`src/sv/assert_macros.svh`:
```
// Assertion helpers used by the RTL (lfu_cache_table).
`ifndef ASSERT_MACROS_SVH
`define ASSERT_MACROS_SVH

// Check a property on every rising clk edge outside reset.
`define LFU_ASSERT(label, prop, msg) \
  label: assert property (@(posedge clk) disable iff (!rst_n) (prop)) else $error(msg);

// Check that a condition implies a consequence in the same cycle.
`define LFU_ASSERT_IMP(label, cond, cons, msg) \
  `LFU_ASSERT(label, (cond) |-> (cons), msg)

`endif

```
`src/sv/lfu_pkg.sv`:
```
package lfu_pkg;

  localparam int KEY_W = 32;
  localparam int VAL_W = 32;
  localparam int CFG_W = 5;

  localparam logic [CFG_W-1:0] CAP_RESET = 5'd16;

  // request command codes
  localparam logic CMD_GET = 1'b0;
  localparam logic CMD_PUT = 1'b1;

  // operations broadcast to every cell
  localparam logic [1:0] OP_NONE   = 2'd0;
  localparam logic [1:0] OP_TOUCH  = 2'd1;
  localparam logic [1:0] OP_EVICT  = 2'd2;
  localparam logic [1:0] OP_INSERT = 2'd3;

  typedef struct packed {
    logic [1:0] op;
    logic       put;
  } lfu_ctl_t;

endpackage

```
`src/sv/lfu_cache_table.sv`:
```
// Key-value cache with least-frequently-used replacement, oldest entry
// losing a tie on use count.
// Channels: in_* carries one request (get or put with key and value),
// out_* carries one response per request (hit flag and read value),
// cfg_* writes capacity_in_use; the user must write it only while no
// request is in flight, which the block itself does not enforce.
// A hit, a get miss or a put miss at zero capacity is answered from the
// lookup step (accept, then a parallel key compare), once the output
// register is free. A put miss then inserts after k victim scans (one
// normally, more when capacity was lowered), each walking a token down the
// row, one cell per cycle, collecting the victim and the lowest free slot.
// Throughput: one request at a time; the next is taken once the FSM is
// back in idle, even while the previous response still waits.
// Reset: all entries invalid, occupancy zero, capacity 16.
// Stall: a finished response holds in the output register; a new response
// waits until it is taken, so nothing is lost.
module lfu_cache_table
  import lfu_pkg::*;
#(
  parameter int CAPACITY    = 16,
  parameter int COUNT_WIDTH = 16
) (
  input  logic             clk,
  input  logic             rst_n,
  // request channel
  input  logic             in_tvalid,
  output logic             in_tready,
  input  logic [63:0]      in_tdata,   // lookup_key[31:0], write_value[63:32]
  input  logic             in_tuser,   // command
  // response channel
  output logic             out_tvalid,
  input  logic             out_tready,
  output logic [31:0]      out_tdata,  // read_value[31:0]
  output logic             out_tuser,  // hit
  // capacity register write
  input  logic             cfg_valid,
  output logic             cfg_ready,
  input  logic [CFG_W-1:0] cfg_data
);

  `include "assert_macros.svh"

  localparam int IW = (CAPACITY > 1) ? $clog2(CAPACITY) : 1;
  localparam int OW = $clog2(CAPACITY + 1);
  localparam int EW = (OW > CFG_W) ? OW : CFG_W;

  localparam logic [2:0] ST_IDLE   = 3'd0;
  localparam logic [2:0] ST_LOOKUP = 3'd1;
  localparam logic [2:0] ST_SCAN   = 3'd2;
  localparam logic [2:0] ST_DECIDE = 3'd3;
  localparam logic [2:0] ST_INSERT = 3'd4;

  logic [2:0]       state_r, state_nxt;
  logic [CFG_W-1:0] cap_r;
  logic [OW-1:0]    occ_r, occ_nxt;
  logic [IW-1:0]    scan_cnt_r, scan_cnt_nxt;
  logic [IW-1:0]    free_idx_r, free_idx_nxt;

  logic             req_cmd_r;
  logic [KEY_W-1:0] req_key_r;
  logic [VAL_W-1:0] req_val_r;

  logic             out_valid_r, out_hit_r;
  logic [VAL_W-1:0] out_value_r;
  logic             emit;
  logic             emit_hit;
  logic [VAL_W-1:0] emit_value;

  lfu_ctl_t         ctl;
  logic [IW-1:0]    tgt_idx, bc_rank;

  logic [CAPACITY-1:0] match_vec, valid_vec;
  logic [IW-1:0]       rank_arr  [CAPACITY];
  logic [VAL_W-1:0]    value_arr [CAPACITY];

  // token chain, position 0 is the empty token fed into the first cell
  logic                tk_found      [CAPACITY+1];
  logic [COUNT_WIDTH-1:0] tk_cnt     [CAPACITY+1];
  logic [IW-1:0]       tk_rank       [CAPACITY+1];
  logic [IW-1:0]       tk_idx        [CAPACITY+1];
  logic                tk_free_found [CAPACITY+1];
  logic [IW-1:0]       tk_free_idx   [CAPACITY+1];

  logic             hit;
  logic [IW-1:0]    hit_idx, hit_rank;
  logic [VAL_W-1:0] hit_value;
  logic [EW-1:0]    occx, effx;
  logic             cap_zero, out_free, accept;

  assign tk_found[0]      = 1'b0;
  assign tk_cnt[0]        = '0;
  assign tk_rank[0]       = '0;
  assign tk_idx[0]        = '0;
  assign tk_free_found[0] = 1'b0;
  assign tk_free_idx[0]   = '0;

  for (genvar i = 0; i < CAPACITY; i++) begin : g_cell
    lfu_cell #(
      .CW  (COUNT_WIDTH),
      .IW  (IW),
      .IDX (i)
    ) u_cell (
      .clk             (clk),
      .rst_n           (rst_n),
      .ctl             (ctl),
      .tgt_idx         (tgt_idx),
      .bc_rank         (bc_rank),
      .key_in          (req_key_r),
      .value_in        (req_val_r),
      .match_o         (match_vec[i]),
      .valid_o         (valid_vec[i]),
      .rank_o          (rank_arr[i]),
      .value_o         (value_arr[i]),
      .tk_found_i      (tk_found[i]),
      .tk_cnt_i        (tk_cnt[i]),
      .tk_rank_i       (tk_rank[i]),
      .tk_idx_i        (tk_idx[i]),
      .tk_free_found_i (tk_free_found[i]),
      .tk_free_idx_i   (tk_free_idx[i]),
      .tk_found_o      (tk_found[i+1]),
      .tk_cnt_o        (tk_cnt[i+1]),
      .tk_rank_o       (tk_rank[i+1]),
      .tk_idx_o        (tk_idx[i+1]),
      .tk_free_found_o (tk_free_found[i+1]),
      .tk_free_idx_o   (tk_free_idx[i+1])
    );
  end

  // Keys are unique among valid entries, so at most one cell matches.
  always_comb begin
    hit_idx   = '0;
    hit_rank  = '0;
    hit_value = '0;
    for (int i = 0; i < CAPACITY; i++) begin
      if (match_vec[i]) begin
        hit_idx   = hit_idx | IW'(i);
        hit_rank  = hit_rank | rank_arr[i];
        hit_value = hit_value | value_arr[i];
      end
    end
  end

  assign hit = |match_vec;

  // capacity above the table size acts as the table size
  assign occx     = EW'(occ_r);
  assign effx     = (EW'(cap_r) > EW'(CAPACITY)) ? EW'(CAPACITY) : EW'(cap_r);
  assign cap_zero = (effx == '0);

  assign out_free  = !out_valid_r || out_tready;
  assign in_tready = (state_r == ST_IDLE);
  assign accept    = in_tvalid && in_tready;
  assign cfg_ready = 1'b1;

  always_comb begin
    state_nxt    = state_r;
    occ_nxt      = occ_r;
    scan_cnt_nxt = scan_cnt_r;
    free_idx_nxt = free_idx_r;
    ctl.op       = OP_NONE;
    ctl.put      = (req_cmd_r == CMD_PUT);
    tgt_idx      = hit_idx;
    bc_rank      = hit_rank;
    emit         = 1'b0;
    emit_hit     = 1'b0;
    emit_value   = '0;
    unique case (state_r)
      ST_IDLE: begin
        if (accept) state_nxt = ST_LOOKUP;
      end
      ST_LOOKUP: begin
        if (hit) begin
          // hold until the output register is free, then touch the entry
          if (out_free) begin
            ctl.op     = OP_TOUCH;
            emit       = 1'b1;
            emit_hit   = 1'b1;
            emit_value = (req_cmd_r == CMD_PUT) ? '0 : hit_value;
            state_nxt  = ST_IDLE;
          end
        end else if (req_cmd_r == CMD_PUT && !cap_zero) begin
          scan_cnt_nxt = '0;
          state_nxt    = ST_SCAN;
        end else if (out_free) begin
          emit      = 1'b1;
          state_nxt = ST_IDLE;
        end
      end
      ST_SCAN: begin
        // let the token reach the end of the row
        scan_cnt_nxt = scan_cnt_r + 1'b1;
        if (scan_cnt_r == IW'(CAPACITY - 1)) state_nxt = ST_DECIDE;
      end
      ST_DECIDE: begin
        if (occx >= effx) begin
          ctl.op  = OP_EVICT;
          tgt_idx = tk_idx[CAPACITY];
          bc_rank = tk_rank[CAPACITY];
          occ_nxt = occ_r - 1'b1;
          free_idx_nxt = (tk_free_found[CAPACITY] &&
                          tk_free_idx[CAPACITY] < tk_idx[CAPACITY]) ?
                         tk_free_idx[CAPACITY] : tk_idx[CAPACITY];
          if ((occx - 1'b1) >= effx) begin
            scan_cnt_nxt = '0;
            state_nxt    = ST_SCAN;
          end else begin
            state_nxt = ST_INSERT;
          end
        end else begin
          free_idx_nxt = tk_free_idx[CAPACITY];
          state_nxt    = ST_INSERT;
        end
      end
      ST_INSERT: begin
        tgt_idx = free_idx_r;
        if (out_free) begin
          ctl.op    = OP_INSERT;
          occ_nxt   = occ_r + 1'b1;
          emit      = 1'b1;
          state_nxt = ST_IDLE;
        end
      end
      default: state_nxt = ST_IDLE;
    endcase
  end

  always_ff @(posedge clk) begin
    if (!rst_n) begin
      state_r     <= ST_IDLE;
      cap_r       <= CAP_RESET;
      occ_r       <= '0;
      scan_cnt_r  <= '0;
      out_valid_r <= 1'b0;
    end else begin
      state_r    <= state_nxt;
      occ_r      <= occ_nxt;
      scan_cnt_r <= scan_cnt_nxt;
      if (cfg_valid && cfg_ready) cap_r <= cfg_data;
      if (emit)            out_valid_r <= 1'b1;
      else if (out_tready) out_valid_r <= 1'b0;
    end
  end

  always_ff @(posedge clk) begin
    free_idx_r <= free_idx_nxt;
    if (accept) begin
      req_cmd_r <= in_tuser;
      req_key_r <= in_tdata[31:0];
      req_val_r <= in_tdata[63:32];
    end
    if (emit) begin
      out_hit_r   <= emit_hit;
      out_value_r <= emit_value;
    end
  end

  assign out_tvalid = out_valid_r;
  assign out_tuser  = out_hit_r;
  assign out_tdata  = out_value_r;

  // occupancy counter agrees with the valid bits of the row
  `LFU_ASSERT(a_occ_matches_valid, occ_r == OW'($countones(valid_vec)), "occupancy mismatch")
  // an eviction always finds a victim
  `LFU_ASSERT_IMP(a_victim_found, state_r == ST_DECIDE && occx >= effx, tk_found[CAPACITY], "no victim")
  // the slot chosen for a new entry is free
  `LFU_ASSERT_IMP(a_insert_free, state_r == ST_INSERT, !valid_vec[free_idx_r], "slot in use")
  // a response is only produced from the lookup or insert step
  `LFU_ASSERT_IMP(a_emit_state, emit, state_r == ST_LOOKUP || state_r == ST_INSERT, "stray response")

endmodule

```
`src/sv/lfu_cell.sv`:
```
module lfu_cell
  import lfu_pkg::*;
#(
  parameter int CW  = 16,
  parameter int IW  = 4,
  parameter int IDX = 0
) (
  input  logic             clk,
  input  logic             rst_n,
  input  lfu_ctl_t         ctl,
  input  logic [IW-1:0]    tgt_idx,
  input  logic [IW-1:0]    bc_rank,
  input  logic [KEY_W-1:0] key_in,
  input  logic [VAL_W-1:0] value_in,
  output logic             match_o,
  output logic             valid_o,
  output logic [IW-1:0]    rank_o,
  output logic [VAL_W-1:0] value_o,
  // victim / free-slot token, one hop per cycle
  input  logic             tk_found_i,
  input  logic [CW-1:0]    tk_cnt_i,
  input  logic [IW-1:0]    tk_rank_i,
  input  logic [IW-1:0]    tk_idx_i,
  input  logic             tk_free_found_i,
  input  logic [IW-1:0]    tk_free_idx_i,
  output logic             tk_found_o,
  output logic [CW-1:0]    tk_cnt_o,
  output logic [IW-1:0]    tk_rank_o,
  output logic [IW-1:0]    tk_idx_o,
  output logic             tk_free_found_o,
  output logic [IW-1:0]    tk_free_idx_o
);

  logic             valid_r, valid_nxt;
  logic [KEY_W-1:0] key_r, key_nxt;
  logic [VAL_W-1:0] value_r, value_nxt;
  logic [CW-1:0]    count_r, count_nxt;
  logic [IW-1:0]    rank_r, rank_nxt;

  logic             tk_found_r, tk_free_found_r;
  logic [CW-1:0]    tk_cnt_r;
  logic [IW-1:0]    tk_rank_r, tk_idx_r, tk_free_idx_r;

  logic sel, better;

  assign sel     = (tgt_idx == IW'(IDX));
  assign match_o = valid_r && (key_r == key_in);
  assign valid_o = valid_r;
  assign rank_o  = rank_r;
  assign value_o = value_r;

  always_comb begin
    valid_nxt = valid_r;
    key_nxt   = key_r;
    value_nxt = value_r;
    count_nxt = count_r;
    rank_nxt  = rank_r;
    unique case (ctl.op)
      OP_TOUCH: begin
        if (sel) begin
          rank_nxt = '0;
          if (count_r != {CW{1'b1}}) count_nxt = count_r + 1'b1;
          if (ctl.put) value_nxt = value_in;
        end else if (valid_r && rank_r < bc_rank) begin
          rank_nxt = rank_r + 1'b1;
        end
      end
      OP_EVICT: begin
        if (sel) begin
          valid_nxt = 1'b0;
        end else if (valid_r && rank_r > bc_rank) begin
          rank_nxt = rank_r - 1'b1;
        end
      end
      OP_INSERT: begin
        if (sel) begin
          valid_nxt = 1'b1;
          key_nxt   = key_in;
          value_nxt = value_in;
          count_nxt = CW'(1);
          rank_nxt  = '0;
        end else if (valid_r) begin
          rank_nxt = rank_r + 1'b1;
        end
      end
      default: ;
    endcase
  end

  // lower count wins, older entry wins a tie
  assign better = valid_r && (!tk_found_i || count_r < tk_cnt_i ||
                  (count_r == tk_cnt_i && rank_r > tk_rank_i));

  always_ff @(posedge clk) begin
    if (!rst_n) begin
      valid_r         <= 1'b0;
      tk_found_r      <= 1'b0;
      tk_free_found_r <= 1'b0;
    end else begin
      valid_r         <= valid_nxt;
      tk_found_r      <= tk_found_i || better;
      tk_free_found_r <= tk_free_found_i || !valid_r;
    end
  end

  always_ff @(posedge clk) begin
    key_r   <= key_nxt;
    value_r <= value_nxt;
    count_r <= count_nxt;
    rank_r  <= rank_nxt;
    if (better) begin
      tk_cnt_r  <= count_r;
      tk_rank_r <= rank_r;
      tk_idx_r  <= IW'(IDX);
    end else begin
      tk_cnt_r  <= tk_cnt_i;
      tk_rank_r <= tk_rank_i;
      tk_idx_r  <= tk_idx_i;
    end
    tk_free_idx_r <= (!tk_free_found_i && !valid_r) ? IW'(IDX) : tk_free_idx_i;
  end

  assign tk_found_o      = tk_found_r;
  assign tk_cnt_o        = tk_cnt_r;
  assign tk_rank_o       = tk_rank_r;
  assign tk_idx_o        = tk_idx_r;
  assign tk_free_found_o = tk_free_found_r;
  assign tk_free_idx_o   = tk_free_idx_r;

endmodule
```
`config.mk`:
```
export PLATFORM = sky130hd
export DESIGN_NAME = lfu_cache_table
export DESIGN_NICKNAME = d
export VERILOG_FILES = /design/src/sv/lfu_pkg.sv /design/src/sv/lfu_cache_table.sv /design/src/sv/lfu_cell.sv
export VERILOG_INCLUDE_DIRS = /design/src /design/src/sv
export SDC_FILE = /design/constraint.sdc
export NUM_CORES = 2
export LEC_CHECK = 0
export BUFFER_PORTS_ARGS = -buffer_cell sky130_fd_sc_hd__buf_2
export CAP_MARGIN = 20
export CORE_MARGIN = 4
export CORE_UTILIZATION = 45
export CTS_CLUSTER_DIAMETER = 80
export DETAILED_ROUTE_END_ITERATION = 10
export PLACE_DENSITY = 0.69
export SKIP_LAST_GASP = 1
export SLEW_MARGIN = 20
export SYNTH_ARGS = -nofsm -noshare
export SYNTH_HDL_FRONTEND = slang
export SYNTH_SLANG_ARGS = --single-unit
```
`constraint.sdc`:
```
create_clock -name clk -period 10.6 [get_ports clk]
set_input_delay 1.59 -clock clk [delete_from_list [all_inputs] [get_ports clk]]
set_output_delay 1.59 -clock clk [all_outputs]
set_load 0.1 [all_outputs]
```
# Yosys cells after proc, flatten, opt, wreduce, memory -nomap -nowiden
# Index checks and enable logic that the tools add are counted.
dict set report word_totals {
  ff_bits 1913
  in_bits 75
  elab_cells 1222
}
dict set report op_classes {
  n_eq_ne 206
  muxes 384
  order_cmp 66
  n_addsub 51
  n_reduce_logical 299
  bitwise 33
}
# op n
set op_table {}
lappend op_table {{$mux W32} 49}
lappend op_table {{$pmux W32 S2} 16}
lappend op_table {{$mux W16} 62}
lappend op_table {{$mux W4} 144}
lappend op_table {{$eq A32 B32 Y1} 16}
lappend op_table {{$pmux W16 S2} 16}
lappend op_table {{$or A32 B32 Y32} 15}
lappend op_table {{$add A16 B1 Y16 const B} 16}
lappend op_table {{$ne A16 B16 Y1 const B} 16}
lappend op_table {{$eq A16 B16 Y1} 15}
lappend op_table {{$lt A16 B16 Y1} 15}
lappend op_table {{$pmux W4 S3} 17}
lappend op_table {{$ne A2 B1 Y1 const B} 81}
lappend op_table {{$reduce_and A4 Y1} 32}
lappend op_table {{$gt A4 B4 Y1} 31}
lappend op_table {{$logic_and A1 B1 Y1} 96}
lappend op_table {{$ne A3 B1 Y1 const B} 32}
lappend op_table {{$reduce_and A5 Y1} 17}
lappend op_table {{$add A4 B1 Y4 const B} 17}
lappend op_table {{$lt A4 B4 Y1} 17}
lappend op_table {{$sub A4 B1 Y4 const B} 16}
lappend op_table {{$logic_or A1 B1 Y1} 60}
lappend op_table {{$or A4 B4 Y4} 15}
lappend op_table {{$reduce_and A3 Y1} 17}
lappend op_table {{33 further kinds} 211}

# Depth between registers and ports, before layout
dict set report logic_depth {
  word_depth 40
  mapped_depth 21
}

# By module
# From an unflattened synthesis, not the netlist that was laid out.
dict set report unflattened {
  hier_cells 6686
  area_unflattened_um2 88622.5
}
# mod n_inst area_per_inst_um2 seq_area_each_um2 cells_per_inst
set modules_own_cells {}
lappend modules_own_cells {{lfu_cell (g_cell[11].u_cell ...)} 3 5047.3 3143.0 374}
lappend modules_own_cells {{lfu_cell (g_cell[1].u_cell ...)} 3 5031.1 3143.0 372}
lappend modules_own_cells {{lfu_cell (g_cell[5].u_cell ...)} 2 5033.6 3143.0 368}
lappend modules_own_cells {{lfu_cell (g_cell[12].u_cell ...)} 2 5016.1 3143.0 371}
lappend modules_own_cells {lfu_cache_table 1 8074.0 3423.3 737}
lappend modules_own_cells {{lfu_cell (g_cell[15].u_cell)} 1 5053.6 3143.0 377}
lappend modules_own_cells {{lfu_cell (g_cell[0].u_cell)} 1 5049.8 3143.0 376}
lappend modules_own_cells {{lfu_cell (g_cell[10].u_cell)} 1 5036.1 3143.0 373}
lappend modules_own_cells {{lfu_cell (g_cell[8].u_cell)} 1 5032.3 3143.0 367}
lappend modules_own_cells {{lfu_cell (g_cell[7].u_cell)} 1 5022.3 3143.0 368}
lappend modules_own_cells {{lfu_cell (g_cell[9].u_cell)} 1 5019.8 3143.0 372}

# Least setup slack after synthesis
# Ideal clock, no wire load.
dict set report synth_timing {
  path_kind {input to register}
  startpoint {in in_tvalid}
  endpoint {reg req_cmd_r (enable)}
  arrival_ns 8.180
  n_path_buf 0
  cell_stages 1
  slack_ns 1.749
  path_cell_list {nor4b_1}
}
dict set report synth_via {
  elab_chain_len 1
}
# item line
set synth_rtl {}
lappend synth_rtl {{start, declared} lfu_cache_table.sv:26} ;# input logic in_tvalid,
lappend synth_rtl {{$logic_and A1 B1 Y1} lfu_cache_table.sv:152} ;# assign accept = in_tvalid && in_tready;
lappend synth_rtl {{end signal, assigned} lfu_cache_table.sv:247} ;# req_cmd_r <= in_tuser;
lappend synth_rtl {{end, declared} lfu_cache_table.sv:59} ;# logic req_cmd_r;
# Every way passes these cells.
# A chain may end at the register's enable or synchronous reset.

# Worst setup path after layout
dict set report layout_timing {
  startpoint {reg req_key_r[23]}
  endpoint {reg g_cell[9].u_cell.count_r[4] (enable)}
}
dict set report layout_via {
  elab_chain_len 22
}
# item line
set layout_rtl {}
lappend layout_rtl {{start, declared} lfu_cache_table.sv:60} ;# logic [KEY_W-1:0] req_key_r;
lappend layout_rtl {{start signal, assigned} lfu_cache_table.sv:248} ;# req_key_r <= in_tdata[31:0];
lappend layout_rtl {{$eq A32 B32 Y1} lfu_cell.sv:47} ;# assign match_o = valid_r && (key_r == key_in);
lappend layout_rtl {{$logic_and A1 B1 Y1} lfu_cell.sv:47}
lappend layout_rtl {{$mux W1} lfu_cache_table.sv:135} ;# if (match_vec[i]) begin
lappend layout_rtl {{$mux W2 (2 in a row)} lfu_cache_table.sv:135}
lappend layout_rtl {{$mux W3 (4 in a row)} lfu_cache_table.sv:135}
lappend layout_rtl {{$mux W4 (8 in a row)} lfu_cache_table.sv:135}
lappend layout_rtl {{$mux W4} lfu_cache_table.sv:195} ;# if (occx >= effx) begin
lappend layout_rtl {{$pmux W4 S2} lfu_cache_table.sv:167} ;# unique case (state_r)
lappend layout_rtl {{$eq A4 B4 Y1} lfu_cell.sv:46} ;# assign sel = (tgt_idx == IW'(IDX));
lappend layout_rtl {{$ne A2 B1 Y1 (no line)} -}
lappend layout_rtl {{$reduce_and A4 Y1 (no line) (*)} -}
lappend layout_rtl {{end signal, assigned} lfu_cell.sv:109} ;# count_r <= count_nxt;
lappend layout_rtl {{end, declared} lfu_cell.sv:37} ;# logic [CW-1:0] count_r, count_nxt;
# Mark *: on every way between the ends. The rest lies on a longest branch, timed or not.

==> flow_summary.toml <==
[floorplanning]
start_util = 0.454
die_h_microns = 452
ios = 111
die_width_microns = 452
rows = 162
die_area_sq_um = 204000
coreArea_sq_um = 195000

[worst_setup_path]
critPathMostFrequentCell = "buf_4"
arrival_ns = 6.44
startpoint_type = "flop"
cp-end-kind = "flop"
r2r_slack_ns = 4.70
cp_top_family = "simple AND/OR/NAND/NOR gates"
path_cells = "buf_4 -> xor2_1 -> nor4_1 -> nand4_1 -> nor3_2 -> buf_4 -> or4_1 -> nor4_1 -> or2_1 -> nand2_1 -> buf_4 -> nand3_1 -> a41oi_1 -> buf_4"
r2r_cells = 14
cp.required_ns = 11.14
max_stage_delay_ns = 0.76
reg2reg_from = "req_key_r[23]"
path_class = "flop to flop"
slowest_stage = "a41oi_1"
r2r-end = "g_cell[9].u_cell.count_r[4]"
critPathBufInv = 4
path_max_fanout = 39

[worst_hold_path]
min-delay-start = "g_cell[12].u_cell.tk_free_idx_o[0]"
hp-class = "flop to flop"
min_to = "g_cell[13].u_cell.tk_free_idx_o[0]"
hold_depth = 1

[pwr]
intPower_mw = 12.4
p_sw_frac = 0.212
power_frac_comb = 0.025
ir_worst_vdd_mv = 0.172
powerDensity_nw_per_um2 = 159
p_clk_frac = 0.456
p_seq_frac = 0.519
switchingPower_mw = 3.33
p_leak_nw = 34.2

[synthesis]
synth_top_area_frac = 0.490
synthAdderAreaFrac = 0.0605
yosysWarnings = 0
synth-compound-area-share = 0.107
netlist_instances = 7160
synth-main-ff-cell = "edfxtp_1"
synth-edff-count = 1446
yosys-top-cells-area = "edfxtp_1, dfxtp_1, ha_1"
synthXorXnorAreaFrac = 0.0691
synthTopCellsByCount = "edfxtp_1, xor2_1, dfxtp_1"
syn-cell-area_sq_um = 88500
async_flop_share = 0
synth_mux_area_frac = 0.0180
ys_seq_area_frac = 0.596
yosys.area_share.simple = 0.112
yosysTopAreaCell = "edfxtp_1"
synth_seq_cells = 1913
synthDistinctLibCells = 83
syn_avg_cell_area_sq_um = 12.4
synth_top_family_by_area = "simple AND/OR/NAND/NOR gates"
syn_nets = 7663
post-synth-top-count-cell = "edfxtp_1"

[timing]
tightestPinTransition_ns = 1.14
rsz0062_at_grt = "no"
maxSlewViolCount = 0
fin_tns_setup_ns = 0
timing.final.crit_share = 0.557
max_freq_mhz = 169
finalHoldViolations = 0
slew_headroom = 0.236
setup_violations = 0
layout_min_cycle_time_ns = 5.90
finClkSkew_ns = 0.0528

[route]
first_iter_violations = 5847
dr.pass1.iters = 8
route.detailed.drc = 0
via_count = 59100
drt-total-wl_mm = 231
routedWlPerCell_microns = 23.1
final_antenna_net_count = 0
avgViaCountPerCell = 5.90

[cells_and_area]
drive_above_1_share = 0.109
finalNonFillerCells = 10000
syn_to_final_growth_pct = 11.7
fin_nets = 7719

[run]
max_cap_viol_count = 0

[placement]
hpwl_mm = 143
gp_congestion = 0.896
dp.cells = 9643
numPortBuffers = 109

[clocking]
clk_latency_ns = 0.85
cts_max_path_buffers = 3
cts_root_buf = "clkbuf_16"
cts_resized = 0
htree_levels = 4
ctsHoldBuffers = 0
path_clk_slew_ns = 0.06
numCtsBuffers = 192
cts_sinks = 1913
post-cts-setup-buffer-count = 0
cts_tree = "built"

[global_route]
overflow = 0
grt_pass1_wl_mm = 353
grt_pass1_vias = 58100
antenna_found_initial = 8
grt_max_degree = 165
track_usage = 0.223

[run_status]
status = "complete, no violations"
sequential cells by signal, indices dropped and copies added, names as in the netlist:
name	flops
g_cell.u_cell.key_r	512
g_cell.u_cell.value_o	512
g_cell.u_cell.count_r	256
g_cell.u_cell.tk_cnt_o	240
g_cell.u_cell.rank_o	64
g_cell.u_cell.tk_rank_o	64
g_cell.u_cell.tk_free_idx_o	49
g_cell.u_cell.tk_idx_o	49
out_tdata	32
req_key_r	32
req_val_r	32
g_cell.u_cell.tk_free_found_o	16
g_cell.u_cell.valid_o	16
g_cell.u_cell.tk_found_o	15
cap_r	5
occ_r	5
free_idx_r	4
scan_cnt_r	4
state_r	3
out_tuser	1
out_tvalid	1
req_cmd_r	1
stage by stage:
stage                     area, sq um  hold slack, ns  worst slack (ns)  utilization  total power [mW]
after floorplan                 88500           0.382              1.75            -              8.56
after global placement          91900           0.398              4.92        0.471              8.69
after detailed placement        92000           0.390              4.75        0.471              8.70
after CTS                       98700           0.393              4.78        0.506              15.8
after global routing            98800           0.409              4.39        0.506              16.2
final                           98900           0.401              4.70        0.506              15.7
cell usage in the layout, fill, tap and decap left out, drive strengths merged, types with 22 or more instances in the layout:
cell,instances
a41oi,25
nand4,159
a221oi,102
and2,57
a31oi,93
ha,428
a21o,49
bufinv,22
nor4,139
o21a,96
o311ai,37
dfxtp,467
or2,37
xnor2,110
o22a,73
nor2,346
a21oi,256
edfxtp,1446
clkbuf,244
o211ai,113
nand2b,62
clkinv,68
buf,243
nor2b,95
a22oi,85
mux2,127
xor2,588
o21ai,196
nand4b,31
a22o,102
and3,137
or3,117
nor3,84
inv,395
nand3,289
nand2,285
how the worst max path moves through the flow:
stage | start | to | depth (start not counted)
floorplan | in_tvalid | req_cmd_r | 1
global placement | req_key_r[24] | g_cell[15].u_cell.count_r[11] | 13
detailed placement | req_key_r[12] | g_cell[9].u_cell.count_r[3] | 14
CTS | req_key_r[12] | g_cell[9].u_cell.count_r[3] | 14
global route | req_key_r[12] | g_cell[9].u_cell.count_r[3] | 14
finish | req_key_r[23] | g_cell[9].u_cell.count_r[4] | 14
cells by family after synthesis:
family | Yosys count
flip-flops | 1913
other | 1
buffers and inverters | 759
XOR/XNOR | 698
multiplexers | 143
adder cells (fa/ha/maj) | 428
AO/OA/AOI/OAI | 1347
AND/OR/NAND/NOR | 1871
layout make-up:
| cell class | count | area, sq um |
|---|---|---|
| multi-input cells | 4488 | 33000 |
| clock inverters | 120 | 1390 |
| inverters | 378 | 1420 |
| well taps | 2624 | 3280 |
| repair buffers | 243 | 1630 |
| diodes | 7 | 17.5 |
| fillers | 16400 | 96300 |
| clock buffers | 244 | 5370 |
| flip-flops and latches | 1913 | 52800 |
power by group through the flow:
stage	clock network, mW	logic, mW	registers [mW]
2_1_floorplan	0	0.228	8.33
3_3_place_gp	0	0.379	8.31
3_5_place_dp	0	0.386	8.31
4_1_cts	7.25	0.388	8.15
5_1_grt	7.59	0.414	8.15
6_report	7.16	0.387	8.15
per-layer routing:
| layer | track usage | up-vias | part of all wire | wire [microns] |
|---|---|---|---|---|
| li1 | - | 26900 | - | - |
| met1 | 0.299 | 29100 | 0.41 | 95400 |
| met2 | 0.359 | 2537 | 0.46 | 107000 |
| met3 | 0.0387 | 556 | 0.079 | 18300 |
| met4 | 0.0921 | 2 | 0.044 | 10100 |
| met5 | 0 | - | 0.000048 | 11 |
(Power assumes the default switching activity.)
